**config.mk**
```make
export PLATFORM = sky130hd
export DESIGN_NAME = date_add_days
export DESIGN_NICKNAME = d
export VERILOG_FILES = /design/src/design/dad_pkg.sv /design/src/design/dad_alu.sv /design/src/design/dad_ctrl.sv /design/src/design/date_add_days.sv
export VERILOG_INCLUDE_DIRS = /design/src /design/src/design
export SDC_FILE = /design/constraint.sdc
export NUM_CORES = 1
export LEC_CHECK = 0
export ABC_AREA = 1
export BUFFER_PORTS_ARGS = -buffer_cell sky130_fd_sc_hd__clkbuf_2
export CORE_ASPECT_RATIO = 1.5
export CORE_UTILIZATION = 64
export DETAILED_ROUTE_END_ITERATION = 6
export PLACE_DENSITY_LB_ADDON = 0.05
export SLEW_MARGIN = 10
export SYNTH_ARGS = -nofsm -noshare
export SYNTH_HDL_FRONTEND = slang
export SYNTH_SLANG_ARGS = --single-unit
```
**constraint.sdc**
```tcl
create_clock -name clk -period 7.4 [get_ports clk]
set_input_delay 0.37 -clock clk [delete_from_list [all_inputs] [get_ports clk]]
set_output_delay 0.37 -clock clk [all_outputs]
set_load 0.03 [all_outputs]
```
**src/design/date_add_days_assert.svh**
```systemverilog
// Assertion macros shared by the date adder RTL.
// Included by the modules that check their own sequencing; no other dependencies.
`ifndef DATE_ADD_DAYS_ASSERT_SVH
`define DATE_ADD_DAYS_ASSERT_SVH

// Antecedent holds in this cycle, consequent in the same cycle.
`define DAD_ASSERT_NOW(label, clk, rst, ante, cons) \
  label: assert property (@(posedge clk) disable iff (rst) (ante) |-> (cons)) \
    else $error("date adder check failed");

// Antecedent holds in this cycle, consequent in the next cycle.
`define DAD_ASSERT_NEXT(label, clk, rst, ante, cons) \
  label: assert property (@(posedge clk) disable iff (rst) (ante) |=> (cons)) \
    else $error("date adder check failed");

`endif

```
**src/design/dad_pkg.sv**
```systemverilog
// Shared types, widths, status codes and calendar tables for the date adder.
// No dependencies; used by every module of the block.
`timescale 1ns / 1ps

package dad_pkg;

  localparam int MONTH_W = 4;
  localparam int DAY_W   = 5;
  localparam int YEAR_W  = 14;
  localparam int OFF_W   = 16;
  localparam int STAT_W  = 3;
  // Walked year may run past the top of the field before saturation.
  localparam int WYEAR_W = YEAR_W + 1;
  // Operand width of the shared unit: covers day plus offset and a full year.
  localparam int OPW     = 18;
  // Year modulo 400 needs nine bits.
  localparam int Y400_W  = 9;

  localparam int unsigned MIN_YEAR_DEF = 1900;

  localparam logic [WYEAR_W-1:0] YEAR_MAX   = WYEAR_W'(16383);
  localparam logic [OPW-1:0]     LEAP_CYCLE = OPW'(400);
  localparam logic [Y400_W-1:0]  Y400_LAST  = Y400_W'(399);
  localparam logic [Y400_W-1:0]  CENT_1     = Y400_W'(100);
  localparam logic [Y400_W-1:0]  CENT_2     = Y400_W'(200);
  localparam logic [Y400_W-1:0]  CENT_3     = Y400_W'(300);

  localparam logic [MONTH_W-1:0] JANUARY  = MONTH_W'(1);
  localparam logic [MONTH_W-1:0] FEBRUARY = MONTH_W'(2);
  localparam logic [MONTH_W-1:0] DECEMBER = MONTH_W'(12);

  localparam logic [STAT_W-1:0] ST_OK        = STAT_W'(0);
  localparam logic [STAT_W-1:0] ST_LOW_YEAR  = STAT_W'(1);
  localparam logic [STAT_W-1:0] ST_BAD_MONTH = STAT_W'(2);
  localparam logic [STAT_W-1:0] ST_BAD_DAY   = STAT_W'(3);
  localparam logic [STAT_W-1:0] ST_OVERFLOW  = STAT_W'(4);

  localparam logic [DAY_W-1:0] MONTH_LEN [16] = '{
    DAY_W'(0),  DAY_W'(31), DAY_W'(28), DAY_W'(31),
    DAY_W'(30), DAY_W'(31), DAY_W'(30), DAY_W'(31),
    DAY_W'(31), DAY_W'(30), DAY_W'(31), DAY_W'(30),
    DAY_W'(31), DAY_W'(0),  DAY_W'(0),  DAY_W'(0)
  };

  typedef struct packed {
    logic signed [OFF_W-1:0] days_away;
    logic [YEAR_W-1:0]       start_year;
    logic [DAY_W-1:0]        start_day;
    logic [MONTH_W-1:0]      start_month;
  } dad_item_t;

  typedef struct packed {
    logic [STAT_W-1:0]  status;
    logic [YEAR_W-1:0]  result_year;
    logic [DAY_W-1:0]   result_day;
    logic [MONTH_W-1:0] result_month;
  } dad_result_t;

  typedef struct packed {
    logic signed [OPW-1:0] diff;
    logic                  pos;
    logic                  neg;
  } dad_alu_res_t;

  // Leap test on the year modulo 400: divisible by four, but not a bare century.
  function automatic logic is_leap(input logic [Y400_W-1:0] y400);
    logic div4;
    div4 = (y400[1:0] == 2'b00);
    return div4 && (y400 != CENT_1) && (y400 != CENT_2) && (y400 != CENT_3);
  endfunction

  function automatic logic [DAY_W-1:0] days_of(input logic [MONTH_W-1:0] m,
                                              input logic [Y400_W-1:0] y400);
    logic [DAY_W-1:0] n;
    n = MONTH_LEN[m];
    if (m == FEBRUARY && is_leap(y400)) begin
      n = DAY_W'(29);
    end
    return n;
  endfunction

endpackage

```
**src/design/dad_alu.sv**
```systemverilog
// Shared add/subtract and sign-compare unit of the date adder.
// Depends on dad_pkg for the operand width and result struct.
`timescale 1ns / 1ps

module dad_alu (
  input  logic signed [dad_pkg::OPW-1:0] a,
  input  logic signed [dad_pkg::OPW-1:0] b,
  input  logic                           sub,
  output dad_pkg::dad_alu_res_t          res
);
  import dad_pkg::*;

  logic signed [OPW-1:0] sum;

  assign sum      = sub ? (a - b) : (a + b);
  assign res.diff = sum;
  assign res.neg  = sum[OPW-1];
  assign res.pos  = !sum[OPW-1] && (sum != '0);

endmodule

```
**src/design/dad_ctrl.sv**
```systemverilog
// Sequencer and working registers of the date adder: offset add, year modulo 400
// by repeated subtraction, then the month walk. Depends on dad_pkg, dad_alu and date_add_days_assert.svh.
`timescale 1ns / 1ps
`include "date_add_days_assert.svh"

module dad_ctrl #(
  parameter int unsigned MIN_YEAR = dad_pkg::MIN_YEAR_DEF
) (
  input  logic                clk,
  input  logic                rst,
  input  logic                start,
  input  dad_pkg::dad_item_t  item_in,
  output logic                idle,
  output logic                done,
  output dad_pkg::dad_result_t result,
  input  logic                take
);
  import dad_pkg::*;

  localparam logic [2:0] S_IDLE = 3'd0;
  localparam logic [2:0] S_ADD  = 3'd1;
  localparam logic [2:0] S_MOD  = 3'd2;
  localparam logic [2:0] S_WALK = 3'd3;
  localparam logic [2:0] S_DONE = 3'd4;

  localparam logic [1:0] MODE_WALK   = 2'd0;
  localparam logic [1:0] MODE_BADM   = 2'd1;
  localparam logic [1:0] MODE_NONPOS = 2'd2;

  logic [2:0]            state;
  logic [1:0]            mode;
  dad_item_t             item;
  logic signed [OPW-1:0] nd;
  logic [MONTH_W-1:0]    nm;
  logic [WYEAR_W-1:0]    ny;
  logic [YEAR_W-1:0]     rem;
  logic [Y400_W-1:0]     y400;

  logic signed [OPW-1:0] op_a;
  logic signed [OPW-1:0] op_b;
  logic                  op_sub;
  dad_alu_res_t          alu_res;
  logic [DAY_W-1:0]      month_len;
  logic                  month_ok;
  logic                  year_low;

  assign month_len = days_of(nm, y400);
  assign month_ok  = (item_in.start_month >= JANUARY) && (item_in.start_month <= DECEMBER);
  assign year_low  = (ny < WYEAR_W'(MIN_YEAR));

  always_comb begin
    op_a   = nd;
    op_b   = OPW'(signed'({1'b0, month_len}));
    op_sub = 1'b1;
    unique case (state)
      S_ADD: begin
        op_a   = OPW'(signed'({1'b0, item.start_day}));
        op_b   = OPW'(item.days_away);
        op_sub = 1'b0;
      end
      S_MOD: begin
        op_a = OPW'(signed'({1'b0, rem}));
        op_b = LEAP_CYCLE;
      end
      default: begin
        op_a = nd;
      end
    endcase
  end

  dad_alu u_alu (
    .a   (op_a),
    .b   (op_b),
    .sub (op_sub),
    .res (alu_res)
  );

  always_ff @(posedge clk) begin
    if (rst) begin
      state <= S_IDLE;
    end else begin
      unique case (state)
        S_IDLE: begin
          if (start) begin
            item <= item_in;
            nm   <= item_in.start_month;
            ny   <= {1'b0, item_in.start_year};
            rem  <= item_in.start_year;
            if (month_ok) begin
              mode  <= MODE_WALK;
              state <= S_ADD;
            end else begin
              mode  <= MODE_BADM;
              state <= S_DONE;
            end
          end
        end
        S_ADD: begin
          nd <= alu_res.diff;
          if (alu_res.pos) begin
            state <= S_MOD;
          end else begin
            mode  <= MODE_NONPOS;
            state <= S_DONE;
          end
        end
        S_MOD: begin
          if (alu_res.neg) begin
            y400  <= rem[Y400_W-1:0];
            state <= S_WALK;
          end else begin
            rem <= alu_res.diff[YEAR_W-1:0];
          end
        end
        S_WALK: begin
          if (alu_res.pos) begin
            nd <= alu_res.diff;
            if (nm == DECEMBER) begin
              nm   <= JANUARY;
              ny   <= ny + WYEAR_W'(1);
              y400 <= (y400 == Y400_LAST) ? '0 : y400 + Y400_W'(1);
            end else begin
              nm <= nm + MONTH_W'(1);
            end
          end else begin
            state <= S_DONE;
          end
        end
        S_DONE: begin
          if (take) begin
            state <= S_IDLE;
          end
        end
        default: begin
          state <= S_IDLE;
        end
      endcase
    end
  end

  assign idle = (state == S_IDLE);
  assign done = (state == S_DONE);

  always_comb begin
    result.result_month = nm;
    result.result_day   = item.start_day;
    result.result_year  = ny[YEAR_W-1:0];
    result.status       = year_low ? ST_LOW_YEAR : ST_BAD_MONTH;
    case (mode)
      MODE_NONPOS: begin
        result.result_day = '0;
        result.status     = year_low ? ST_LOW_YEAR : ST_BAD_DAY;
      end
      MODE_WALK: begin
        result.result_day = nd[DAY_W-1:0];
        if (ny > YEAR_MAX) begin
          result.result_year = YEAR_MAX[YEAR_W-1:0];
          result.status      = ST_OVERFLOW;
        end else begin
          result.status = year_low ? ST_LOW_YEAR : ST_OK;
        end
      end
      default: begin
        result.result_day = item.start_day;
      end
    endcase
  end

  // The walk only ever sees a real month and a positive day count.
  `DAD_ASSERT_NOW(a_walk_month, clk, rst, state == S_WALK, (nm >= JANUARY) && (nm <= DECEMBER))
  `DAD_ASSERT_NOW(a_walk_day_pos, clk, rst, state == S_WALK, !nd[OPW-1] && (nd != '0))
  `DAD_ASSERT_NEXT(a_done_holds, clk, rst, (state == S_DONE) && !take, state == S_DONE)
  `DAD_ASSERT_NOW(a_walk_ok_day, clk, rst,
                  (state == S_DONE) && (mode == MODE_WALK),
                  (nd != '0) && (nd <= OPW'(signed'({1'b0, DAY_W'(31)}))))

endmodule

```
**src/design/date_add_days.sv**
```systemverilog
// Top level of the date adder: stream ports, output register and the sequencer.
// Depends on dad_pkg and dad_ctrl.
//
//  Channel  Dir  Width  Carries
//  s_*      in   40     start_month, start_day, start_year, days_away
//  m_*      out  32     result_month, result_day, result_year, status
//
// A bad month sends an item straight to the result, and a day count that is not
// positive ends it after the offset add. Otherwise the year is reduced modulo 400 by
// repeated subtraction and the months are walked one per step; the single add/subtract
// unit, reused for every step, paces this. A new transfer is taken only when idle.
// rst is synchronous and empties the block. A result waits in the output register
// while the next transfer is taken; the sequencer holds only if that register is full.
`timescale 1ns / 1ps

module date_add_days #(
  parameter int unsigned MIN_YEAR = dad_pkg::MIN_YEAR_DEF
) (
  input  logic        clk,
  input  logic        rst,
  input  logic        s_tvalid,
  output logic        s_tready,
  // [3:0] start_month, [8:4] start_day, [22:9] start_year, [38:23] days_away, [39] zero
  input  logic [39:0] s_tdata,
  output logic        m_tvalid,
  input  logic        m_tready,
  // [3:0] result_month, [8:4] result_day, [22:9] result_year, [25:23] status, [31:26] zero
  output logic [31:0] m_tdata
);
  import dad_pkg::*;

  dad_item_t   item_in;
  dad_result_t result;
  dad_result_t out_reg;
  logic        idle;
  logic        done;
  logic        take;
  logic        start;

  assign item_in  = s_tdata[$bits(dad_item_t)-1:0];
  assign s_tready = idle;
  assign start    = s_tvalid && idle;
  assign take     = done && (!m_tvalid || m_tready);

  dad_ctrl #(
    .MIN_YEAR (MIN_YEAR)
  ) u_ctrl (
    .clk     (clk),
    .rst     (rst),
    .start   (start),
    .item_in (item_in),
    .idle    (idle),
    .done    (done),
    .result  (result),
    .take    (take)
  );

  always_ff @(posedge clk) begin
    if (rst) begin
      m_tvalid <= 1'b0;
    end else if (take) begin
      m_tvalid <= 1'b1;
    end else if (m_tready) begin
      m_tvalid <= 1'b0;
    end
  end

  always_ff @(posedge clk) begin
    if (take) begin
      out_reg <= result;
    end
  end

  assign m_tdata = {(32 - $bits(dad_result_t))'(0), out_reg};

endmodule

```
==> run_results.csv, run 1 <==
group,metric,value,unit
setup_path,crit_arrival,5.94,ns
detailed_routing,drc,0,
detailed_routing,vias_per_cell,5.64,
run_status,status,"finished clean",
layout,finalNonFillerCells,984,
setup_path,cpMaxStageDelayCell,"nor2_2",
layout,layout.area.seq,0.00335,mm^2
clock_network,clk_latency,0.41,ns
clock_network,cts_repair_resize_count,0,
logic_synthesis,syn_inst,774,
clock_network,cts_htree_levels,4,
clock_network,cts_tree,"built",
clock_network,clock_sinks,113,
detailed_routing,ant_nets,0,
place,dpl.cell_count,952,
sta,finalSetupTns,0,ns
layout,fin_nets,923,
place,globalplace.congestion,0.962,
setup_path,crit_type,"register to register",
die,start_util,66.0,%
setup_path,max_stage_delay,0.88,ns
sta,fin_skew,0.00565,ns
global_route,grt_pass1_vias,5483,
run,cap_violations,0,
logic_synthesis,syn_area,0.00669,mm^2
global_route,grt_overflow,0,
place,numPortBuffers,70,
setup_path,cp_max_fo,18,
die,fp-row-count,45,
sta,setup_violations,0,
detailed_routing,drt_pass1_iterations,5,
clock_network,cts_made_buffers,17,
clock_network,postCtsHoldBufs,0,
detailed_routing,drt-total-wl,16400,um
global_route,grt_busiest_layer,"met2",
logic_synthesis,ys.flop_type,"edfxtp_1",
logic_synthesis,synth_edf_count,109,
clock_network,ctsRootBufferMaster,"clkbuf_16",
clock_network,path_clk_slew,0.06,ns
setup_path,cp.required,7.42,ns
layout,final_area,0.00775,mm^2
sta,hold_violations,0,
global_route,antenna_found_initial,0,
global_route,grtUsageMet3,5.43,%
clock_network,post_cts_buffers,0,
die,dieHeight,127,um
logic_synthesis,synth-seq-area-share,50.1,%
clock_network,clk_path_buf_depth,2,
layout,drive_gt1_share,18.3,%
die,dieArea,0.0109,mm^2
logic_synthesis,yosysUniqueCellTypes,48,
detailed_routing,vias,5554,
sta,rsz0062_at_grt,"false",
global_route,use_met2,59.1,%
die,die_w,85.5,um
min_path,hold_class,"input pin to register",
logic_synthesis,yosysWarnings,0,
setup_path,critPathCaptureType,"register",
sta,tightest_slew,1.13,ns
die,coreArea,0.0101,mm^2
setup_path,cp-start-kind,"register",
sta,slew_viol_final,0,
detailed_routing,drtIter0Drc,393,
logic_synthesis,ys_ff_latch,113,
sta,max_freq,169,MHz
global_route,use_met1,34.9,%
global_route,grt_use_total,31.6,%
place,hpwl,12500,um
global_route,grt_max_degree,29,
layout,multiInputGateArea,0.00280,mm^2
die,io-pin-count,78,
place,postPlaceCellArea,0.00715,mm^2
layout,area_growth,15.8,%
layout,fill_cells,705,
logic_synthesis,synth.avg_cell_area,8.64,um^2
layout,diodes,0,
detailed_routing,wl_per_cell,16.7,um
sta,min_period_over_period,80.0,%
sta,fin_crit,5.92,ns
sta,max-slew-margin-rel,24.3,%
global_route,grt_pass1_wl,25900,um
logic_synthesis,synth-async-reset-ratio,0,%
[cell usage after synthesis, types with 4 or more instances]
| library cell | instances | share of area (%) |
|---|---|---|
| xnor2_1 | 7 | 0.92 |
| xor2_1 | 10 | 1.3 |
| a22o_1 | 8 | 1.0 |
| dfxtp_1 | 4 | 1.2 |
| inv_2 | 10 | 0.56 |
| a31oi_1 | 8 | 0.75 |
| nand3b_1 | 5 | 0.56 |
| buf_4 | 7 | 0.79 |
| nor3_1 | 12 | 0.90 |
| a21oi_1 | 26 | 1.9 |
| edfxtp_1 | 109 | 49 |
| clkbuf_1 | 9 | 0.51 |
| nand4_1 | 7 | 0.65 |
| nand3_1 | 36 | 2.7 |
| nand2_2 | 17 | 1.6 |
| nor4_1 | 5 | 0.47 |
| o21ai_0 | 48 | 3.6 |
| nor2_1 | 73 | 4.1 |
| inv_1 | 108 | 6.1 |
| o22ai_1 | 4 | 0.37 |
| ha_1 | 24 | 4.5 |
| nor2_2 | 7 | 0.65 |
| nand2_1 | 193 | 11 |
[cell usage in the layout, fill, tap and decap left out, types with 7 or more instances in the layout]
master and n:
nand2_1 193, edfxtp_1 109, inv_1 108, nor2_1 71
clkbuf_2 70, o21ai_0 48, nand3_1 36, a21oi_1 26
ha_1 24, nand2_2 17, clkbuf_16 17, nor3_1 12
inv_2 10, xor2_1 10, nor2_2 9, a22o_1 8
a31oi_1 8, xnor2_1 7, nand4_1 7
[state kept, by name (all words and copies together) (netlist names)]
signal / count
m_tdata: 26
m_tvalid: 1
u_ctrl.item: 21
u_ctrl.mode: 2
u_ctrl.nd: 18
u_ctrl.nm: 4
u_ctrl.ny: 15
u_ctrl.rem: 14
u_ctrl.state: 3
u_ctrl.y400: 9
[cell families after synthesis]
kind of cell	after synthesis	synth area share, %
adder cells (fa/ha/maj)	25	4.79
AND/OR/NAND/NOR	368	24.8
flip-flops	113	50.1
other	1	0.0561
buffers and inverters	140	8.42
AO/OA/AOI/OAI	110	9.62
XOR/XNOR	17	2.23
[worst paths after layout]
kind	start	to	slack [ns]	depth (start not counted)
worst min-delay path	s_tdata[32]	u_ctrl.item[32]$_DFFE_PP_	0.14	1
worst max register to register	u_ctrl.nm[0]$_DFFE_PP_	u_ctrl.nd[15]$_DFFE_PP_	1.48	27
worst min register to register	u_ctrl.ny[4]$_DFFE_PP_	m_tdata[13]$_DFFE_PP_	0.56	2
worst max-delay path	u_ctrl.nm[0]$_DFFE_PP_	u_ctrl.nd[15]$_DFFE_PP_	1.48	27
[metrics by stage]
step | util [%] | hold slack, ns | worst slack (ns)
global placement | 70.6 | 0.535 | 1.93
floorplan | - | 0.439 | 2.66
global route | 76.4 | 0.125 | 1.10
detailed placement | 70.6 | 0.543 | 1.69
finish | 76.4 | 0.135 | 1.48
CTS | 76.4 | 0.127 | 1.58
[layer usage]
layer	wire length, um	up-vias
met5	0	-
li1	-	2730
met4	477	0
met2	8950	213
met1	6170	2583
met3	804	28
[layout make-up]
type	instances	share of cell area [%]
multi-input cells	526	36.2
clock buffers	17	5.49
inverters	121	5.99
flip-flops and latches	113	43.3
repair buffers	75	5.01
clock inverters	15	2.18
well taps	117	1.89
[critical path: cells and delay by family, from the launching register on]
family                   cells  cell delay, ns
adder cells (fa/ha/maj)      3            0.81
flip-flops                   1            0.47
XOR/XNOR                     1            0.20
AND/OR/NAND/NOR             16            2.70
buffers and inverters        2            0.19
AO/OA/AOI/OAI                5            1.14
Power of run 1 is not shown: default switching activity piles up to over one toggle a cycle in this logic, so the estimate is an artifact.
==> inputs of run 2 (changes only) <==
--- a/config.mk
+++ b/config.mk
@@ -9,7 +9,7 @@
 export ABC_AREA = 1
 export BUFFER_PORTS_ARGS = -buffer_cell sky130_fd_sc_hd__clkbuf_2
 export CORE_ASPECT_RATIO = 1.5
-export CORE_UTILIZATION = 64
+export CORE_UTILIZATION = 59
 export DETAILED_ROUTE_END_ITERATION = 6
 export PLACE_DENSITY_LB_ADDON = 0.05
 export SLEW_MARGIN = 10
==> constraint.sdc (replaced) <==
create_clock -name clk -period 5.8 [get_ports clk]
set_input_delay 0.29 -clock clk [delete_from_list [all_inputs] [get_ports clk]]
set_output_delay 0.29 -clock clk [all_outputs]
set_load 0.03 [all_outputs]
==> run_results.csv, run 2 (synthesized netlist as in run 1, its figures left out) <==
group,metric,value,unit
clock_network,cts_repair_resize_count,0,
sta,setup_violations,0,
die,fp-row-count,47,
detailed_routing,vias_per_cell,5.44,
die,die_w,88.9,um
layout,fin_nets,926,
place,numPortBuffers,70,
layout,diodes,0,
min_path,min-delay-start,"s_tdata[38]",
layout,final_common_cell,"nand2_1",
setup_path,cpMaxStageDelayCell,"edfxtp_1",
layout,final_cell_mix,"193 x nand2_1, 109 x edfxtp_1, 108 x inv_1",
setup_path,cp.required,5.88,ns
clock_network,ctsRootBufferMaster,"clkbuf_16",
die,dieArea,0.0118,mm^2
detailed_routing,ant_nets,0,
sta,max-slew-margin-rel,38.2,%
place,hpwl,12400,um
die,start_util,60.5,%
power_and_ir_drop,p_leak,0.00352,uW
setup_path,cp-start-kind,"register",
layout,drive_gt1_share,18.1,%
min_path,min_to,"u_ctrl.item[38]$_DFFE_PP_",
die,coreArea,0.0111,mm^2
clock_network,post_cts_buffers,0,
sta,fin_skew,0.00725,ns
layout,area_growth,16.1,%
clock_network,postCtsHoldBufs,0,
min_path,min_path_cells,1,
layout,final_util,70.2,%
setup_path,rr_endpoint,"u_ctrl.nd[10]$_DFFE_PP_",
setup_path,crit_arrival,5.36,ns
power_and_ir_drop,power.density,701,mW/mm^2
detailed_routing,wl_per_cell,16.3,um
run,cap_violations,0,
setup_path,rrSetupSlack,0.52,ns
global_route,grt_use_total,30.5,%
run_status,status,"finished clean",
clock_network,path_clk_slew,0.05,ns
setup_path,timing.rr.start,"u_ctrl.nm[0]$_DFFE_PP_",
sta,max_freq,189,MHz
setup_path,rr_worst_depth,28,
setup_path,critPathCaptureType,"register",
global_route,grt_pass1_vias,5526,
detailed_routing,drt-total-wl,16500,um
die,io-pin-count,78,
sta,min_period_over_period,91.0,%
layout,fill_cells,916,
global_route,grt_overflow,0,
detailed_routing,drc,0,
sta,hold_violations,0,
detailed_routing,drt_pass1_iterations,7,
sta,finalSetupTns,0,ns
die,dieHeight,132,um
sta,tightest_slew,0.918,ns
layout,largest_reg_flops,26,
clock_network,clk_path_buf_depth,2,
detailed_routing,vias,5524,
setup_path,crit_type,"register to register",
power_and_ir_drop,ir_drop,0.000557,V
sta,fin_crit,5.28,ns
setup_path,cp_max_fo,18,
detailed_routing,drtIter0Drc,372,
place,globalplace.congestion,0.921,
sta,rsz0062_at_grt,"false",
min_path,hold_class,"input pin to register",
clock_network,clk_latency,0.41,ns
clock_network,cts_tree,"built",
global_route,antenna_found_initial,0,
global_route,grt_pass1_wl,26700,um
global_route,grt_max_degree,31,
setup_path,max_stage_delay,0.45,ns
clock_network,clock_sinks,113,
clock_network,cts_htree_levels,4,
sta,slew_viol_final,0,
clock_network,cts_made_buffers,17,
[run 2: changes by cell type in the layout (fill, tap and decap cells not counted)]
| cell | change |
|---|---|
| clkbuf_1 | +1 |
| buf_4 | +3 |
| nor2_1 | +1 |
| nor2_2 | -1 |
| clkinv_4 | -2 |
| clkinv_1 | +2 |
| clkinvlp_4 | -1 |
| bufinv_16 | -1 |
[run 2: worst max-delay path by stage]
stage | depth (start not counted) | start | to | slack [ns]
after global routing | 28 | u_ctrl.nm[0]$_DFFE_PP_ | u_ctrl.nd[5]$_DFFE_PP_ | 0.11
after global placement | 28 | u_ctrl.nm[0]$_DFFE_PP_ | u_ctrl.nd[11]$_DFFE_PP_ | 0.77
after detailed placement | 28 | u_ctrl.nm[0]$_DFFE_PP_ | u_ctrl.nd[11]$_DFFE_PP_ | 0.66
final | 28 | u_ctrl.nm[0]$_DFFE_PP_ | u_ctrl.nd[10]$_DFFE_PP_ | 0.52
after CTS | 28 | u_ctrl.nm[0]$_DFFE_PP_ | u_ctrl.nd[5]$_DFFE_PP_ | 0.59
after floorplan | 27 | u_ctrl.nm[0]$_DFFE_PP_ | u_ctrl.nd[0]$_DFFE_PP_ | 1.06
[run 2: cell type report]
| type | count | area [um^2] | area share (%) |
|---|---|---|---|
| clock buffer | 18 | 429 | 5.53 |
| clock inverter | 13 | 121 | 1.56 |
| inverter | 121 | 464 | 5.98 |
| multi-input combinational | 526 | 2800 | 36.1 |
| sequential | 113 | 3350 | 43.2 |
| tap | 147 | 184 | 2.37 |
| timing repair buffer | 78 | 410 | 5.29 |
[run 2: worst max-delay path: cells and delay by family, from the launching register on]
family,cells,cell delay [ns]
DFF,1,0.45
buffers and inverters,3,0.50
xor gates and xnor gates,1,0.22
adders and majority gates,3,0.84
and+or+nand+nor,16,1.86
AOI/OAI and AO/OA,5,1.05
[run 2: where the power goes]
part           internal (uW)  switching (uW)
Combinational            967            2130
Sequential              1270            92.2
Clock                    619             356
Total                   2860            2580
[run 2: per-stage QoR]
step | power [uW] | hold WS, ns | instances | setup WS, ns | area [um^2]
6_report | 5440 | 0.0496 | 1016 | 0.520 | 7760
5_1_grt | 5880 | 0.0446 | 1016 | 0.106 | 7760
4_1_cts | 5420 | 0.0444 | 1016 | 0.590 | 7760
3_5_place_dp | 4420 | 0.469 | 985 | 0.658 | 7210
3_3_place_gp | 4370 | 0.468 | 985 | 0.766 | 7210
2_1_floorplan | 3660 | 0.359 | 779 | 1.06 | 6710
[run 2: layer usage]
layer / GRT usage, % / wire (um)
met2: 53.8 / 8750
met4: 13.5 / 633
met3: 4.63 / 830
met5: 0 / 0
met1: 35.8 / 6320
No activity file was read; power rests on OpenSTA's default activity.
